[src/rtl/qts_pkg.sv]
// Package for the quoted token splitter: state codes, queue command type,
// the escape table and the counter helpers. Depends on nothing.
package qts_pkg;

    // Width of the internal token counter, saturating at all ones.
    localparam int COUNT_BITS = 16;

    // Command queue between the front and the back.
    localparam int QUEUE_DEPTH = 4;
    localparam int QUEUE_AW    = $clog2(QUEUE_DEPTH);

    // Character codes the splitter reacts to.
    localparam logic [7:0] CHR_SPACE     = 8'h20;
    localparam logic [7:0] CHR_TAB       = 8'h09;
    localparam logic [7:0] CHR_DQUOTE    = 8'h22;
    localparam logic [7:0] CHR_SQUOTE    = 8'h27;
    localparam logic [7:0] CHR_BACKSLASH = 8'h5C;

    typedef enum logic [1:0] {
        PH_IDLE   = 2'd0,
        PH_TOKEN  = 2'd1,
        PH_ESCAPE = 2'd2
    } t_phase;

    typedef enum logic [1:0] {
        QT_NONE   = 2'd0,
        QT_DOUBLE = 2'd1,
        QT_SINGLE = 2'd2
    } t_quote;

    // What the back has to emit for one item.
    typedef enum logic [2:0] {
        CK_BYTE         = 3'd0, // one token byte
        CK_BYTE_PAIR    = 3'd1, // a backslash, then the token byte
        CK_TOKEN_END    = 3'd2, // token end mark
        CK_STRING_END   = 3'd3, // string end with count
        CK_TOKEN_STRING = 3'd4  // token end mark, then string end with count
    } t_cmd_kind;

    typedef struct packed {
        t_cmd_kind   kind;
        logic [7:0]  data;
        logic [15:0] count;
    } t_cmd;

    // Escape translation; letters outside the table give a zero byte.
    function automatic logic [7:0] esc_lookup(input logic [7:0] c);
        logic [7:0] r;
        unique case (c)
            8'h5C:   r = 8'h5C;
            8'h22:   r = 8'h22;
            8'h61:   r = 8'h07;
            8'h62:   r = 8'h08;
            8'h66:   r = 8'h0C;
            8'h6E:   r = 8'h0A;
            8'h72:   r = 8'h0D;
            8'h74:   r = 8'h09;
            default: r = 8'h00;
        endcase
        return r;
    endfunction

    function automatic logic [COUNT_BITS-1:0] count_inc(input logic [COUNT_BITS-1:0] v);
        logic [COUNT_BITS-1:0] r;
        if (v == {COUNT_BITS{1'b1}}) begin
            r = v;
        end else begin
            r = v + 1'b1;
        end
        return r;
    endfunction

    // Clamp the counter to the 16-bit reported range.
    function automatic logic [15:0] count_report(input logic [COUNT_BITS-1:0] v);
        logic [31:0] w;
        logic [15:0] r;
        w = 32'(v);
        if (w > 32'h0000_FFFF) begin
            r = 16'hFFFF;
        end else begin
            r = w[15:0];
        end
        return r;
    endfunction

endpackage

[src/rtl/qts_if.sv]
// Channel interfaces of the quoted token splitter: raw byte input and
// token result output. Depends on nothing.
interface qts_in_if;
    logic       valid;
    logic       ready;
    logic [7:0] in_byte;
    logic       is_end;

    modport source (output valid, output in_byte, output is_end, input ready);
    modport sink   (input valid, input in_byte, input is_end, output ready);
endinterface

interface qts_out_if;
    logic        valid;
    logic        ready;
    logic [7:0]  out_byte;
    logic        byte_valid;
    logic        token_end;
    logic        string_end;
    logic [15:0] tokens_seen;
    logic        last_of_run;

    modport source (output valid, output out_byte, output byte_valid, output token_end,
                    output string_end, output tokens_seen, output last_of_run,
                    input ready);
    modport sink   (input valid, input out_byte, input byte_valid, input token_end,
                    input string_end, input tokens_seen, input last_of_run,
                    output ready);
endinterface

[src/rtl/qts_front.sv]
// Front of the quoted token splitter: accepts bytes, tracks token state and
// pushes one command per item that causes results. Depends on qts_pkg, qts_if.
module qts_front (
    input  logic              i_clk,
    input  logic              i_rst_n,
    qts_in_if.sink            i_in,
    input  logic              i_queue_full,
    output logic              o_push,
    output qts_pkg::t_cmd     o_cmd
);

    qts_pkg::t_phase                  r_phase, n_phase;
    qts_pkg::t_quote                  r_quote, n_quote;
    logic [qts_pkg::COUNT_BITS-1:0]   r_count, n_count;

    logic       accept;
    logic [7:0] c;
    logic       is_ws;
    logic       is_bs;
    logic       is_quote;
    logic       tok_close;
    logic       cmd_valid;

    assign i_in.ready = !i_queue_full;
    assign accept     = i_in.valid && !i_queue_full;
    assign c          = i_in.in_byte;
    assign is_ws      = (c == qts_pkg::CHR_SPACE) || (c == qts_pkg::CHR_TAB);
    assign is_bs      = (c == qts_pkg::CHR_BACKSLASH);
    assign is_quote   = (c == qts_pkg::CHR_DQUOTE) || (c == qts_pkg::CHR_SQUOTE);

    // Inside an open token: the matching quote closes a quoted token, and
    // whitespace closes an unquoted one.
    always_comb begin
        unique case (r_quote)
            qts_pkg::QT_DOUBLE: tok_close = (c == qts_pkg::CHR_DQUOTE);
            qts_pkg::QT_SINGLE: tok_close = (c == qts_pkg::CHR_SQUOTE);
            default:            tok_close = is_ws;
        endcase
    end

    // Next state.
    always_comb begin
        n_phase = r_phase;
        n_quote = r_quote;
        n_count = r_count;
        if (accept) begin
            if (i_in.is_end) begin
                n_phase = qts_pkg::PH_IDLE;
                n_quote = qts_pkg::QT_NONE;
                n_count = '0;
            end else begin
                unique case (r_phase)
                    qts_pkg::PH_ESCAPE: begin
                        n_phase = qts_pkg::PH_TOKEN;
                    end
                    qts_pkg::PH_TOKEN: begin
                        if (tok_close) begin
                            n_phase = qts_pkg::PH_IDLE;
                            n_quote = qts_pkg::QT_NONE;
                            n_count = qts_pkg::count_inc(r_count);
                        end else if (is_bs) begin
                            n_phase = qts_pkg::PH_ESCAPE;
                        end
                    end
                    default: begin
                        n_phase = qts_pkg::PH_IDLE;
                        if (is_ws) begin
                            n_phase = qts_pkg::PH_IDLE;
                        end else if (c == qts_pkg::CHR_DQUOTE) begin
                            n_phase = qts_pkg::PH_TOKEN;
                            n_quote = qts_pkg::QT_DOUBLE;
                        end else if (c == qts_pkg::CHR_SQUOTE) begin
                            n_phase = qts_pkg::PH_TOKEN;
                            n_quote = qts_pkg::QT_SINGLE;
                        end else begin
                            n_quote = qts_pkg::QT_NONE;
                            n_phase = is_bs ? qts_pkg::PH_ESCAPE : qts_pkg::PH_TOKEN;
                        end
                    end
                endcase
            end
        end
    end

    // Command for the back.
    always_comb begin
        cmd_valid   = 1'b0;
        o_cmd.kind  = qts_pkg::CK_BYTE;
        o_cmd.data  = c;
        o_cmd.count = '0;
        if (i_in.is_end) begin
            cmd_valid = 1'b1;
            if (r_phase == qts_pkg::PH_TOKEN || r_phase == qts_pkg::PH_ESCAPE) begin
                o_cmd.kind  = qts_pkg::CK_TOKEN_STRING;
                o_cmd.count = qts_pkg::count_report(qts_pkg::count_inc(r_count));
            end else begin
                o_cmd.kind  = qts_pkg::CK_STRING_END;
                o_cmd.count = qts_pkg::count_report(r_count);
            end
        end else begin
            unique case (r_phase)
                qts_pkg::PH_ESCAPE: begin
                    cmd_valid = 1'b1;
                    if (c[7]) begin
                        o_cmd.kind = qts_pkg::CK_BYTE_PAIR;
                    end else begin
                        o_cmd.data = qts_pkg::esc_lookup(c);
                    end
                end
                qts_pkg::PH_TOKEN: begin
                    if (tok_close) begin
                        cmd_valid  = 1'b1;
                        o_cmd.kind = qts_pkg::CK_TOKEN_END;
                    end else begin
                        cmd_valid = !is_bs;
                    end
                end
                default: begin
                    cmd_valid = !(is_ws || is_quote || is_bs);
                end
            endcase
        end
    end

    assign o_push = accept && cmd_valid;

    always_ff @(posedge i_clk) begin
        if (!i_rst_n) begin
            r_phase <= qts_pkg::PH_IDLE;
            r_quote <= qts_pkg::QT_NONE;
            r_count <= '0;
        end else begin
            r_phase <= n_phase;
            r_quote <= n_quote;
            r_count <= n_count;
        end
    end

endmodule

[src/rtl/qts_queue.sv]
// Short command queue between the front and the back of the quoted token
// splitter. Depends on qts_pkg.
module qts_queue (
    input  logic              i_clk,
    input  logic              i_rst_n,
    input  logic              i_push,
    input  qts_pkg::t_cmd     i_cmd,
    input  logic              i_pop,
    output logic              o_full,
    output logic              o_empty,
    output qts_pkg::t_cmd     o_head
);

    qts_pkg::t_cmd                 r_mem [qts_pkg::QUEUE_DEPTH];
    logic [qts_pkg::QUEUE_AW-1:0]  r_wr, n_wr;
    logic [qts_pkg::QUEUE_AW-1:0]  r_rd, n_rd;
    logic [qts_pkg::QUEUE_AW:0]    r_fill, n_fill;
    logic                          do_push;
    logic                          do_pop;

    assign o_full  = (r_fill == (qts_pkg::QUEUE_AW + 1)'(qts_pkg::QUEUE_DEPTH));
    assign o_empty = (r_fill == '0);
    assign o_head  = r_mem[r_rd];
    assign do_push = i_push && !o_full;
    assign do_pop  = i_pop && !o_empty;

    always_comb begin
        n_wr   = do_push ? r_wr + 1'b1 : r_wr;
        n_rd   = do_pop ? r_rd + 1'b1 : r_rd;
        n_fill = r_fill;
        if (do_push && !do_pop) begin
            n_fill = r_fill + 1'b1;
        end else if (do_pop && !do_push) begin
            n_fill = r_fill - 1'b1;
        end
    end

    always_ff @(posedge i_clk) begin
        if (!i_rst_n) begin
            r_wr   <= '0;
            r_rd   <= '0;
            r_fill <= '0;
        end else begin
            r_wr   <= n_wr;
            r_rd   <= n_rd;
            r_fill <= n_fill;
        end
    end

    always_ff @(posedge i_clk) begin
        if (do_push) begin
            r_mem[r_wr] <= i_cmd;
        end
    end

endmodule

[src/rtl/qts_back.sv]
// Back of the quoted token splitter: expands queued commands into one or
// two result items into the output register. Depends on qts_pkg, qts_if.
module qts_back (
    input  logic              i_clk,
    input  logic              i_rst_n,
    input  logic              i_empty,
    input  qts_pkg::t_cmd     i_head,
    output logic              o_pop,
    qts_out_if.source         o_out
);

    logic        r_valid, n_valid;
    logic        r_sub, n_sub;
    logic [7:0]  r_byte, n_byte;
    logic        r_bv, n_bv;
    logic        r_te, n_te;
    logic        r_se, n_se;
    logic [15:0] r_cnt, n_cnt;
    logic        r_last, n_last;
    logic        load;
    logic        two;

    assign two  = (i_head.kind == qts_pkg::CK_BYTE_PAIR) ||
                  (i_head.kind == qts_pkg::CK_TOKEN_STRING);
    assign load = !i_empty && (!r_valid || o_out.ready);
    assign o_pop = load && (!two || r_sub);

    always_comb begin
        n_valid = r_valid && !o_out.ready;
        n_sub   = r_sub;
        n_byte  = r_byte;
        n_bv    = r_bv;
        n_te    = r_te;
        n_se    = r_se;
        n_cnt   = r_cnt;
        n_last  = r_last;
        if (load) begin
            n_valid = 1'b1;
            n_sub   = two && !r_sub;
            n_byte  = 8'h00;
            n_bv    = 1'b0;
            n_te    = 1'b0;
            n_se    = 1'b0;
            n_cnt   = 16'h0000;
            n_last  = !two || r_sub;
            unique case (i_head.kind)
                qts_pkg::CK_BYTE: begin
                    n_byte = i_head.data;
                    n_bv   = 1'b1;
                end
                qts_pkg::CK_BYTE_PAIR: begin
                    n_byte = r_sub ? i_head.data : qts_pkg::CHR_BACKSLASH;
                    n_bv   = 1'b1;
                end
                qts_pkg::CK_TOKEN_END: begin
                    n_te = 1'b1;
                end
                qts_pkg::CK_STRING_END: begin
                    n_se  = 1'b1;
                    n_cnt = i_head.count;
                end
                qts_pkg::CK_TOKEN_STRING: begin
                    n_te  = !r_sub;
                    n_se  = r_sub;
                    n_cnt = r_sub ? i_head.count : 16'h0000;
                end
                default: begin
                    n_byte = 8'h00;
                end
            endcase
        end
    end

    always_ff @(posedge i_clk) begin
        if (!i_rst_n) begin
            r_valid <= 1'b0;
            r_sub   <= 1'b0;
        end else begin
            r_valid <= n_valid;
            r_sub   <= n_sub;
        end
    end

    always_ff @(posedge i_clk) begin
        r_byte <= n_byte;
        r_bv   <= n_bv;
        r_te   <= n_te;
        r_se   <= n_se;
        r_cnt  <= n_cnt;
        r_last <= n_last;
    end

    assign o_out.valid       = r_valid;
    assign o_out.out_byte    = r_byte;
    assign o_out.byte_valid  = r_bv;
    assign o_out.token_end   = r_te;
    assign o_out.string_end  = r_se;
    assign o_out.tokens_seen = r_cnt;
    assign o_out.last_of_run = r_last;

endmodule

[src/rtl/quoted_token_splitter.sv]
// Top level of the quoted token splitter: front, command queue and back.
// Depends on qts_pkg, qts_if, qts_front, qts_queue and qts_back.
//
//   Channel  Dir  Payload                                      Handshake
//   i_in     in   in_byte, is_end                              valid/ready
//   o_out    out  out_byte, byte_valid, token_end, string_end, valid/ready
//                 tokens_seen, last_of_run
//
// The block takes one input item per cycle while the command queue has room.
// An accepted item is written into the command queue and from there loaded
// into the output register. The output delivers one result item per cycle
// while the queue holds commands and the output is ready; an item that
// causes two results (an escaped high byte, or a string end inside a token)
// holds the back for both, and the four-entry queue absorbs that.
// Reset is synchronous and active low; it clears the token state, the
// queue pointers and the output valid. A stall on the output fills the
// queue, and input ready drops only when it is full.
module quoted_token_splitter (
    input  logic      i_clk,
    input  logic      i_rst_n,
    qts_in_if.sink    i_in,
    qts_out_if.source o_out
);

    // Front to queue and queue to back.
    logic          push;
    logic          pop;
    logic          full;
    logic          empty;
    qts_pkg::t_cmd cmd;
    qts_pkg::t_cmd head;

    // The front classifies each byte against the current token state and
    // queues a command only for items that cause results.
    qts_front u_front (
        .i_clk        (i_clk),
        .i_rst_n      (i_rst_n),
        .i_in         (i_in),
        .i_queue_full (full),
        .o_push       (push),
        .o_cmd        (cmd)
    );

    // The queue decouples the front from output stalls.
    qts_queue u_queue (
        .i_clk   (i_clk),
        .i_rst_n (i_rst_n),
        .i_push  (push),
        .i_cmd   (cmd),
        .i_pop   (pop),
        .o_full  (full),
        .o_empty (empty),
        .o_head  (head)
    );

    // The back turns commands into result items, one per cycle unless stalled.
    qts_back u_back (
        .i_clk   (i_clk),
        .i_rst_n (i_rst_n),
        .i_empty (empty),
        .i_head  (head),
        .o_pop   (pop),
        .o_out   (o_out)
    );

endmodule
[src/flat_wrapper.sv]
// flat-port wrapper written by rule: the top's interface ports become plain ports
module quoted_token_splitter_flat 
  (i_clk, i_rst_n, i_in_valid, i_in_in_byte, i_in_is_end, i_in_ready, o_out_valid, o_out_out_byte, o_out_byte_valid, o_out_token_end, o_out_string_end, o_out_tokens_seen, o_out_last_of_run, o_out_ready);
  qts_in_if i_in_i ();
  qts_out_if o_out_i ();
  input  logic i_clk;
  input  logic i_rst_n;
  input wire logic [$bits(i_in_i.valid)-1:0] i_in_valid;
  input wire logic [$bits(i_in_i.in_byte)-1:0] i_in_in_byte;
  input wire logic [$bits(i_in_i.is_end)-1:0] i_in_is_end;
  output wire logic [$bits(i_in_i.ready)-1:0] i_in_ready;
  output wire logic [$bits(o_out_i.valid)-1:0] o_out_valid;
  output wire logic [$bits(o_out_i.out_byte)-1:0] o_out_out_byte;
  output wire logic [$bits(o_out_i.byte_valid)-1:0] o_out_byte_valid;
  output wire logic [$bits(o_out_i.token_end)-1:0] o_out_token_end;
  output wire logic [$bits(o_out_i.string_end)-1:0] o_out_string_end;
  output wire logic [$bits(o_out_i.tokens_seen)-1:0] o_out_tokens_seen;
  output wire logic [$bits(o_out_i.last_of_run)-1:0] o_out_last_of_run;
  input wire logic [$bits(o_out_i.ready)-1:0] o_out_ready;
  assign i_in_i.valid = i_in_valid;
  assign i_in_i.in_byte = i_in_in_byte;
  assign i_in_i.is_end = i_in_is_end;
  assign i_in_ready = i_in_i.ready;
  assign o_out_valid = o_out_i.valid;
  assign o_out_out_byte = o_out_i.out_byte;
  assign o_out_byte_valid = o_out_i.byte_valid;
  assign o_out_token_end = o_out_i.token_end;
  assign o_out_string_end = o_out_i.string_end;
  assign o_out_tokens_seen = o_out_i.tokens_seen;
  assign o_out_last_of_run = o_out_i.last_of_run;
  assign o_out_i.ready = o_out_ready;
  quoted_token_splitter u_core (.i_clk(i_clk), .i_rst_n(i_rst_n), .i_in(i_in_i), .o_out(o_out_i));
endmodule
[config.mk]
export PLATFORM = sky130hd
export DESIGN_NAME = quoted_token_splitter_flat
export DESIGN_NICKNAME = d
export VERILOG_FILES = /design/src/rtl/qts_pkg.sv /design/src/rtl/qts_if.sv /design/src/rtl/qts_front.sv /design/src/rtl/qts_queue.sv /design/src/rtl/qts_back.sv /design/src/rtl/quoted_token_splitter.sv /design/src/flat_wrapper.sv
export SDC_FILE = /design/constraint.sdc
export NUM_CORES = 1
export LEC_CHECK = 0
export BUFFER_PORTS_ARGS = -buffer_cell sky130_fd_sc_hd__clkbuf_2
export CORE_AREA = 8 8 152 154
export CTS_BUF_LIST = sky130_fd_sc_hd__clkbuf_8
export DETAILED_ROUTE_END_ITERATION = 6
export DIE_AREA = 0 0 160 162
export MAX_ROUTING_LAYER = met4
export SLEW_MARGIN = 20
export SYNTH_ARGS = -nofsm -noshare
export SYNTH_HDL_FRONTEND = slang
export SYNTH_HIERARCHICAL = 1
export SYNTH_SLANG_ARGS = --single-unit
[constraint.sdc]
create_clock -name i_clk -period 7.5 [get_ports i_clk]
set_clock_uncertainty 0.2 [all_clocks]
set_input_delay 0.75 -clock i_clk [delete_from_list [all_inputs] [get_ports i_clk]]
set_output_delay 0.75 -clock i_clk [all_outputs]
set_load 0.02 [all_outputs]
# Word level (Yosys, flattened, before mapping)
# Memory sizes are Yosys's and may differ from the RTL's. A register that Yosys moved wholly into a read port is not among the register bits.
# Index checks and enable logic that the tools add are counted.
[word_totals]
out_inout_bits = 30
ram_bits = 108
n_memories = 1
latchBits = 0
register_bits = 57
in_bits = 13
mem_bits_ro = 0
elab_cells = 129
[mem_list]
columns = ["memory", "depth", "word_bits", "rd", "rd_ports_with_merged_regs", "write_ports", "line_no", "rtl"]
rows = [
  ["u_core.u_queue.r_mem", 4, 27, 1, 1, 1, "qts_queue.sv:14", "qts_pkg::t_cmd r_mem [qts_pkg::QUEUE_DEPTH];"],
]
[classes]
n_mul = 0
magnitude_cmp = 0
mux = 47
n_eq_ne = 25
bitwise = 0
shift = 0
add_sub_neg = 5
div = 0
n_reduce_logical = 37
[op_table]
columns = ["op", "count"]
rows = [
  ["$mux W16", 7],
  ["$eq A8 B7 Y1 const B", 7],
  ["$pmux W7 S8", 1],
  ["$mux W8", 4],
  ["$pmux W16 S2", 1],
  ["$mux W2", 15],
  ["$eq A8 B6 Y1 const B", 3],
  ["$add A16 B1 Y16 const B", 1],
  ["$eq A16 B16 Y1 const B", 1],
  ["$pmux W8 S2", 1],
  ["$mux W3", 4],
  ["$pmux W2 S2", 3],
  ["$logic_and A1 B1 Y1", 10],
  ["$logic_not A1 Y1", 10],
  ["$eq A8 B4 Y1 const B", 1],
  ["$logic_or A1 B1 Y1", 8],
  ["$pmux W1 S2", 4],
  ["$mux W1", 7],
  ["$eq A3 B2 Y1 const B", 2],
  ["$eq A3 B3 Y1 const B", 2],
  ["$logic_not A3 Y1", 2],
  ["$reduce_bool A2 Y1", 3],
  ["$add A2 B1 Y2 const B", 2],
  ["$eq A2 B1 Y1 const B", 2],
  ["12 further kinds", 13],
]

# Logic depth before layout (Yosys ltp)
# Gate-level depths: netlist of run 1.
[depth]
word_depth = 13
depth_mapped = 16
ltp_nobuf = 13

# By module
# Netlist of run 1, hierarchy kept.
[modules_own_cells]
columns = ["mod", "cells_per_inst", "seq_area_each_um2", "area_per_inst_um2", "instances"]
rows = [
  ["qts_queue", 189, 3423.3, 4400.5, 1],
  ["qts_front", 304, 400.4, 2145.8, 1],
  ["qts_back", 72, 880.8, 1156.1, 1],
]

# Worst setup path before layout of run 1
# No wires, ideal clock.
[synth_path]
path_type = "input port to flip-flop"
start = "input port o_out_ready"
end = "register u_core/u_queue/r_fill[2] (netlist name)"
arrival_time_ns = 3.561
stages = 10
t_required_ns = 7.230
path_slack_ns = 3.669
n_path_buf = 0
setup_time_ns = 0.070
cell_sequence = "nand2b_1 > nor2b_1 > and2_1 > o31ai_2 > ha_1 > inv_1 > fa_1 > xor2_1 > or3_1 > a21boi_1"
[synth_between]
elab_chain_cells = 7
word_cells_on_any_way = 9
classes_between = "mux (1); reduce/logical (8)"
[synth_lines]
columns = ["item", "line_no", "rtl"]
rows = [
  ["start: declaration", "flat_wrapper.sv:19", "input wire logic [$bits(o_out_i.ready)-1:0] o_out_ready;"],
  ["$logic_or A1 B1 Y1 (*)", "qts_back.sv:25", "assign load = !i_empty && (!r_valid || o_out.ready);"],
  ["$logic_and A1 B1 Y1 (*)", "qts_back.sv:25", ""],
  ["via u_core.u_back.load", "qts_back.sv:20", "logic load;"],
  ["$logic_and A1 B1 Y1 (*)", "qts_back.sv:26", "assign o_pop = load && (!two || r_sub);"],
  ["via u_core.pop", "quoted_token_splitter.sv:27", "logic pop;"],
  ["$logic_and A1 B1 Y1 (*)", "qts_queue.sv:25", "assign do_pop = i_pop && !o_empty;"],
  ["$logic_not A1 Y1", "qts_queue.sv:31", "if (do_push && !do_pop) begin"],
  ["$logic_and A1 B1 Y1", "qts_queue.sv:31", ""],
  ["$mux W3 / $reduce_bool A2 Y1 (equally long branches)", "--", ""],
  ["end signal: assignment", "qts_queue.sv:46", "r_fill <= n_fill;"],
  ["end: declaration", "qts_queue.sv:17", "logic [qts_pkg::QUEUE_AW:0] r_fill, n_fill;"],
]
# Mark *: on every way through the listed nets, which the timed path passes. The rest lies on a longest branch.
# A chain may end at the register's enable or synchronous reset.

# Worst setup path in the final report of run 1
[layout_path]
start = "register u_core.u_front.r_phase[0]"
end = "register u_core/u_queue/r_fill[2] (netlist name)"
[layout_between]
elab_chain_cells = 8
word_cells_on_any_way = 11
classes_between = "eq/ne (2); mux (3); reduce/logical (6)"
[layout_lines]
columns = ["item", "line_no", "rtl"]
rows = [
  ["start: declaration", "qts_front.sv:12", "qts_pkg::t_phase r_phase, n_phase;"],
  ["start signal: assignment", "qts_front.sv:129", "r_phase <= qts_pkg::PH_IDLE;"],
  ["start signal: assignment", "qts_front.sv:133", "r_phase <= n_phase;"],
  ["$eq A2 B1 Y1 / $eq A2 B2 Y1 (equally long branches)", "qts_front.sv:101", "unique case (r_phase)"],
  ["$pmux W1 S2 (*)", "qts_front.sv:101", ""],
  ["$mux W1 (*)", "qts_front.sv:91", "if (i_in.is_end) begin"],
  ["$logic_and A1 B1 Y1 (*)", "qts_front.sv:125", "assign o_push = accept && cmd_valid;"],
  ["via u_core.push", "quoted_token_splitter.sv:26", "logic push;"],
  ["$logic_and A1 B1 Y1 (*)", "qts_queue.sv:24", "assign do_push = i_push && !o_full;"],
  ["$logic_not A1 Y1", "qts_queue.sv:33", "end else if (do_pop && !do_push) begin"],
  ["$logic_and A1 B1 Y1", "qts_queue.sv:33", ""],
  ["$reduce_bool A2 Y1 (no line)", "--", ""],
]
# Marks and branches as above.

==> impl_metrics.ini, run 1 <==
[floorplanning]
core_area_sq_um = 20700
dieArea_sq_um = 25900
die_width_microns = 160
die_h_microns = 162
rows = 53
initial_core_util_pct = 37.2
boundaryPins = 43

[yosys]
synth_edf_count = 136
yosysMostFrequentCell = edfxtp_1
yosys_warnings = 6
synth_area_sq_um = 7700
async_flop_share_pct = 0
synthFlopType = edfxtp_1
syn-num-nets = 589
postSynthCellCount = 565
synth_top_area_share_pct = 53.0
ys_types = 74
ys_seq_elements = 167
synth_area_leaders = edfxtp_1, dfxtp_1, mux4_2, and2_1, nand2_1
synthTopCellsByCount = edfxtp_1, nand2_1, and2_1, dfxtp_1, nor2_1
yosysSeqAreaShare_pct = 61.1
syn_area_per_cell_sq_um = 13.6
yosys.area.top_type = edfxtp_1

[grt]
track_usage_pct = 13.5
grt_antenna_before_repair = 0
grt-ovfl-total = 0
grt_util_met2_pct = 20.9
grt_max_degree = 31
met3_usage_pct = 3.11
first_global_vias = 4937
met1_usage_pct = 17.2
grt_pass1_wl_microns = 27100
grt.busiest_layer = met2

[timing]
finalSetupViolCount = 0
final.setup.tns_ns = 0
min_period_over_period_pct = 53.9
tightest_slew_ns = 0.923
period_minus_slack_ns = 4.05
maxSlewViolCount = 0
fmax_ghz = 0.247
hold_viol = 0
rsz0062_at_grt = no
relSlewSlack_pct = 37.9

[power_and_ir_drop]
p_int_mw = 1.84
switching_share_pct = 31.4
p_per_area_nw_per_um2 = 313
vdd_drop_max_v = 0.000132
p_sw_mw = 0.839
p_clk_share_pct = 24.8
power.share.combinational_pct = 26.7
leakage_nw = 2.85
seq_power_share_pct = 48.5

[worst_hold_path]
hp-class = reg2reg

[worst_setup_path]
crit_chain = inv_1 -> ha_1 -> inv_1 -> nand2_1 -> a211oi_1 -> a311oi_1 -> nor2b_1 -> ha_1 -> inv_1 -> fa_1 -> xor2_1 -> or3_1 -> a21boi_1
cp.required_ns = 7.69
cp_common_cell = inv_1
worst_path_largest_cell_delay_ns = 0.66
cp_max_fo = 17
cp-start-kind = flip-flop
crit_slowest_cell = ha_1
end_kind = flip-flop
path_class = reg2reg
r2r_slack_ns = 3.45
cp.arrival_ns = 4.23

[place]
dpl_cell_area_sq_um = 8120
gp_congestion = 0.897
dp_cells = 857
dp_hpwl_microns = 11200
portBuffers = 42

[clock_network]
htree_levels = 4
clock_latency_ns = 0.45
cts_buffer_depth = 2
cts_made_buffers = 17
cts_setup_buffers = 0
cts_tree = built
path_clk_slew_ns = 0.09
cts_root_buffer = clkbuf_8
ctsResizeCount = 0
hold_buffers = 0
clkSinkCount = 167

[final_layout]
final.fill_count = 1968
final_util_pct = 41.4
multiInputGateArea_sq_um = 2740
fin_nets = 626
syn_to_final_growth_pct = 11.1
final_area_sq_um = 8560
antenna_cells = 0
layout-drive-gt1-share_pct = 20.2
final-seq-area_sq_um = 4710
layoutNonFillerInstCount = 890

[route]
firstDrtPassIters = 5
viasPerCell = 5.50
drt-total-wl_microns = 16700
antenna_left = 0
via_count = 4895
drtIter0Drc = 468
wire_per_inst_microns = 18.8
drc = 0

[job]
drv_cap = 0

[outcome]
status = finished, final reports clean
-- area by class of cell --
cell class                      instances  area share (%)
Inverter                               20           0.877
Timing Repair Buffer                   49            3.31
Multi-Input combinational cell        347            32.0
Tap cell                              275            4.02
Clock buffer                           17            2.73
Sequential cell                       167            55.0
Clock inverter                         15            2.06
-- flip-flops by register name, indices dropped and copies added (netlist names), 2 cells and up, named ones only --
register	cells
u_core/u_front/r_count	16
u_core/u_queue/r_rd	2
u_core/u_queue/r_fill	3
u_core/u_front/r_phase	2
u_core/u_queue/r_mem	108
u_core/u_back/o_out.out_byte	8
u_core/u_front/r_quote	2
u_core/u_queue/r_wr	2
u_core/u_back/o_out.tokens_seen	16
-- per-layer routing --
metal | vias to the layer above | routed length, microns
met5 | - | 0
met2 | 187 | 7910
met4 | 0 | 231
met3 | 18 | 981
met1 | 2437 | 7590
li1 | 2253 | -
-- cells in the final DEF (no fill, tap or decap), types with 7 or more instances in the layout --
| cell | synthesis | layout |
|---|---|---|
| ha_1 | 10 | 10 |
| clkbuf_8 | 0 | 17 |
| edfxtp_1 | 136 | 136 |
| nand4_1 | 9 | 9 |
| o21a_1 | 7 | 7 |
| nand3_1 | 17 | 17 |
| inv_1 | 19 | 20 |
| mux4_2 | 27 | 27 |
| o211ai_1 | 7 | 7 |
| and2_1 | 31 | 31 |
| a31oi_1 | 7 | 7 |
| nand2_1 | 36 | 36 |
| clkbuf_2 | 2 | 42 |
| mux2i_1 | 7 | 7 |
| nor2b_1 | 8 | 7 |
| nor3_1 | 9 | 9 |
| a21oi_1 | 16 | 16 |
| nor2_1 | 30 | 30 |
| dfxtp_1 | 31 | 30 |
| xnor2_1 | 12 | 12 |
| o21ai_0 | 17 | 17 |
-- logic make-up after synthesis --
kind of cell             share of synthesized area (%)
buffers and inverters                             3.41
adder cells (fa/ha/maj)                           1.88
XOR/XNOR                                          1.82
AND/OR/NAND/NOR                                   13.5
multiplexers                                      9.13
AO/OA/AOI/OAI                                     9.16
flip-flops                                        61.1
-- power by group through the flow --
stage / logic (mW) / registers (mW) / clock network (mW)
6_report: 0.715 / 1.30 / 0.664
3_3_place_gp: 0.692 / 1.33 / 0
2_1_floorplan: 0.433 / 1.40 / 0
3_5_place_dp: 0.703 / 1.34 / 0
5_1_grt: 0.784 / 1.32 / 0.721
4_1_cts: 0.705 / 1.32 / 0.681
-- metrics by stage --
stage	setup slack, ns	total power [mW]	hold WS [ns]
5_1_grt	3.15	2.82	0.314
4_1_cts	3.30	2.70	0.293
3_3_place_gp	3.38	2.02	0.267
6_report	3.45	2.68	0.287
2_1_floorplan	3.67	1.83	0.251
3_5_place_dp	3.28	2.04	0.279
-- final timing paths --
check,start,to,cells after the start
min,u_core/u_front/r_quote[1]$_SDFFE_PN0P_,u_core/u_front/r_quote[1]$_SDFFE_PN0P_,2
min reg2reg,u_core/u_front/r_quote[1]$_SDFFE_PN0P_,u_core/u_front/r_quote[1]$_SDFFE_PN0P_,2
max reg2reg,u_core/u_front/r_phase[0]$_SDFFE_PN0P_,u_core/u_queue/r_fill[2]$_SDFFE_PN0P_,13
max,u_core/u_front/r_phase[0]$_SDFFE_PN0P_,u_core/u_queue/r_fill[2]$_SDFFE_PN0P_,13
-- worst max-delay path, delay by kind of cell, from the launching register on --
family | cells | cell delay, ns
buffers and inverters | 3 | 0.49
adders and majority gates | 3 | 1.35
AOI/OAI and AO/OA | 3 | 0.47
DFF | 1 | 0.37
and+or+nand+nor | 3 | 0.93
xor gates and xnor gates | 1 | 0.17
Note: power is estimated with default switching activity, not from simulation.
==> inputs of run 2 (changes only) <==
==> constraint.sdc (replaced) <==
create_clock -name i_clk -period 3.5 [get_ports i_clk]
set_clock_uncertainty 0.2 [all_clocks]
set_input_delay 0.35 -clock i_clk [delete_from_list [all_inputs] [get_ports i_clk]]
set_output_delay 0.35 -clock i_clk [all_outputs]
set_load 0.02 [all_outputs]
==> run 2 against run 1 <==
Routed wire length is 1.5% lower. Cell count is 1.6% higher. Register-to-register slack worse by 3.3 ns. Count of clock-buffer cells in the layout stayed put. Critical endpoint unchanged. Utilization is 0.24 points higher. Highest routed layer unchanged. Non-clock buffer count is 15 higher. Clock power is 91% higher. Combinational power is 120% higher. Flip-flop and latch count stayed put. Global-route usage is 0.38 points lower.
==> impl_metrics.ini, run 2 (synthesis gave the netlist of run 1 again) <==
[power_and_ir_drop]
leakage_nw = 2.92
p_clk_share_pct = 22.6
p_int_mw = 3.88
vdd_drop_max_v = 0.000283
seq_power_share_pct = 49.1
switching_share_pct = 31.0
p_per_area_nw_per_um2 = 652
power.share.combinational_pct = 28.3
p_sw_mw = 1.74

[floorplanning]
boundaryPins = 43
die_width_microns = 160
dieArea_sq_um = 25900
die_h_microns = 162
rows = 53
initial_core_util_pct = 37.2
core_area_sq_um = 20700

[worst_setup_path]
cp_max_fo = 5
cp_num_buf_inv = 1
cp.required_ns = 3.67
cp.arrival_ns = 3.51
cpLargestDelayFamily = simple AND/OR/NAND/NOR gates
crit_chain = mux4_2 -> xnor2_1 -> or3_4 -> and2_1 -> o31ai_2 -> ha_2 -> inv_1 -> fa_1 -> xor2_1 -> or3_1 -> a21boi_1
path_class = reg2reg
end_kind = flip-flop
crit_slowest_cell = mux4_2
cp-start-kind = flip-flop
worst_path_largest_cell_delay_ns = 0.54

[timing]
finalSetupViolCount = 0
fmax_ghz = 0.299
maxSlewViolCount = 0
final.setup.tns_ns = 0
setup_slack_ns = 0.158
min_period_over_period_pct = 95.5
period_minus_slack_ns = 3.34
hold_viol = 0
relSlewSlack_pct = 45.3
tightest_slew_ns = 0.804
rsz0062_at_grt = no

[clock_network]
path_clk_slew_ns = 0.08
hold_buffers = 0
cts_tree = built
htree_levels = 4
clkSinkCount = 167
cts_root_buffer = clkbuf_8
cts_buffer_depth = 2
clock_latency_ns = 0.44
cts_made_buffers = 17

[final_layout]
antenna_cells = 0
final_common_cell = edfxtp_1
fin_nets = 641
final_cell_mix = edfxtp_1, clkbuf_2, nand2_1
multiInputGateArea_sq_um = 2750
layout-drive-gt1-share_pct = 21.6
largest_reg_flops = 108
largest_register = u_core/u_queue/r_mem
syn_to_final_growth_pct = 11.7
final-seq-area_sq_um = 4710
final.fill_count = 1948

[route]
drtIter0Drc = 441
viasPerCell = 5.39
drt-total-wl_microns = 16500
antenna_left = 0
drc = 0
firstDrtPassIters = 7
via_count = 4869
wire_per_inst_microns = 18.2

[grt]
first_global_vias = 4865
grt_max_degree = 30
grt_pass1_wl_microns = 26300
grt-ovfl-total = 0
track_usage_pct = 13.2
grt_antenna_before_repair = 0

[place]
dp_hpwl_microns = 11300
gp_congestion = 0.874
place_ws_ns = 0.0732
portBuffers = 42

[outcome]
status = finished, final reports clean

[job]
drv_cap = 0

[worst_hold_path]
hp-start = i_in_in_byte[7]
hp-class = in2reg
-- run 2: worst paths after layout --
check,end,slack [ns],depth (start not counted)
setup / recovery,u_core/u_queue/r_fill[2]$_SDFFE_PN0P_,0.16,11
hold / removal,u_core/u_queue/r_mem[0][23]$_DFFE_PP_,0.04,1
setup reg to reg,u_core/u_queue/r_fill[2]$_SDFFE_PN0P_,0.16,11
hold reg to reg,u_core/u_front/r_quote[1]$_SDFFE_PN0P_,0.29,2
-- run 2: final cells by class --
cell class | instances | area share, %
Sequential cell | 167 | 54.7
Timing Repair Buffer | 64 | 4.36
Clock buffer | 17 | 2.72
Clock inverter | 14 | 1.43
Inverter | 20 | 0.872
Multi-Input combinational cell | 347 | 31.9
Tap cell | 275 | 4.00
-- run 2: through the flow --
stage / cell area (sq um) / total power, mW / hold WS (ns) / utilization, % / cells
after floorplan: 7700 / 3.93 / 0.251 / - / 565
after detailed placement: 8220 / 4.40 / 0.281 / 39.7 / 871
final: 8600 / 5.61 / 0.0359 / 41.6 / 904
after global placement: 8220 / 4.36 / 0.268 / 39.7 / 871
after CTS: 8580 / 5.67 / 0.00687 / 41.5 / 902
after global routing: 8600 / 5.92 / 0.0241 / 41.6 / 904
-- run 2: power groups by stage --
stage	clock, mW	sequential (mW)	combinational, mW
floorplan	0	3.00	0.932
global placement	0	2.79	1.57
detailed placement	0	2.81	1.60
CTS	1.30	2.76	1.60
global route	1.39	2.79	1.74
finish	1.27	2.76	1.59
-- run 2: timing repair --
| action | in CTS | in global routing |
|---|---|---|
| buffers inserted | 0 | 2 |
| resized for setup | 0 | 3 |
| endpoints found under the hold margin | 0 | 0 |
| endpoints found under the setup margin | 0 | 1 |
-- run 2: routing by layer --
metal | global-route usage, % | wire (microns) | part of all wire (%) | vias up
li1 | - | - | - | 2275
met1 | 15.7 | 7320 | 44 | 2421
met2 | 21.9 | 8100 | 49 | 157
met3 | 2.86 | 822 | 5.0 | 16
met4 | 4.42 | 225 | 1.4 | 0
met5 | - | 0 | 0 | -
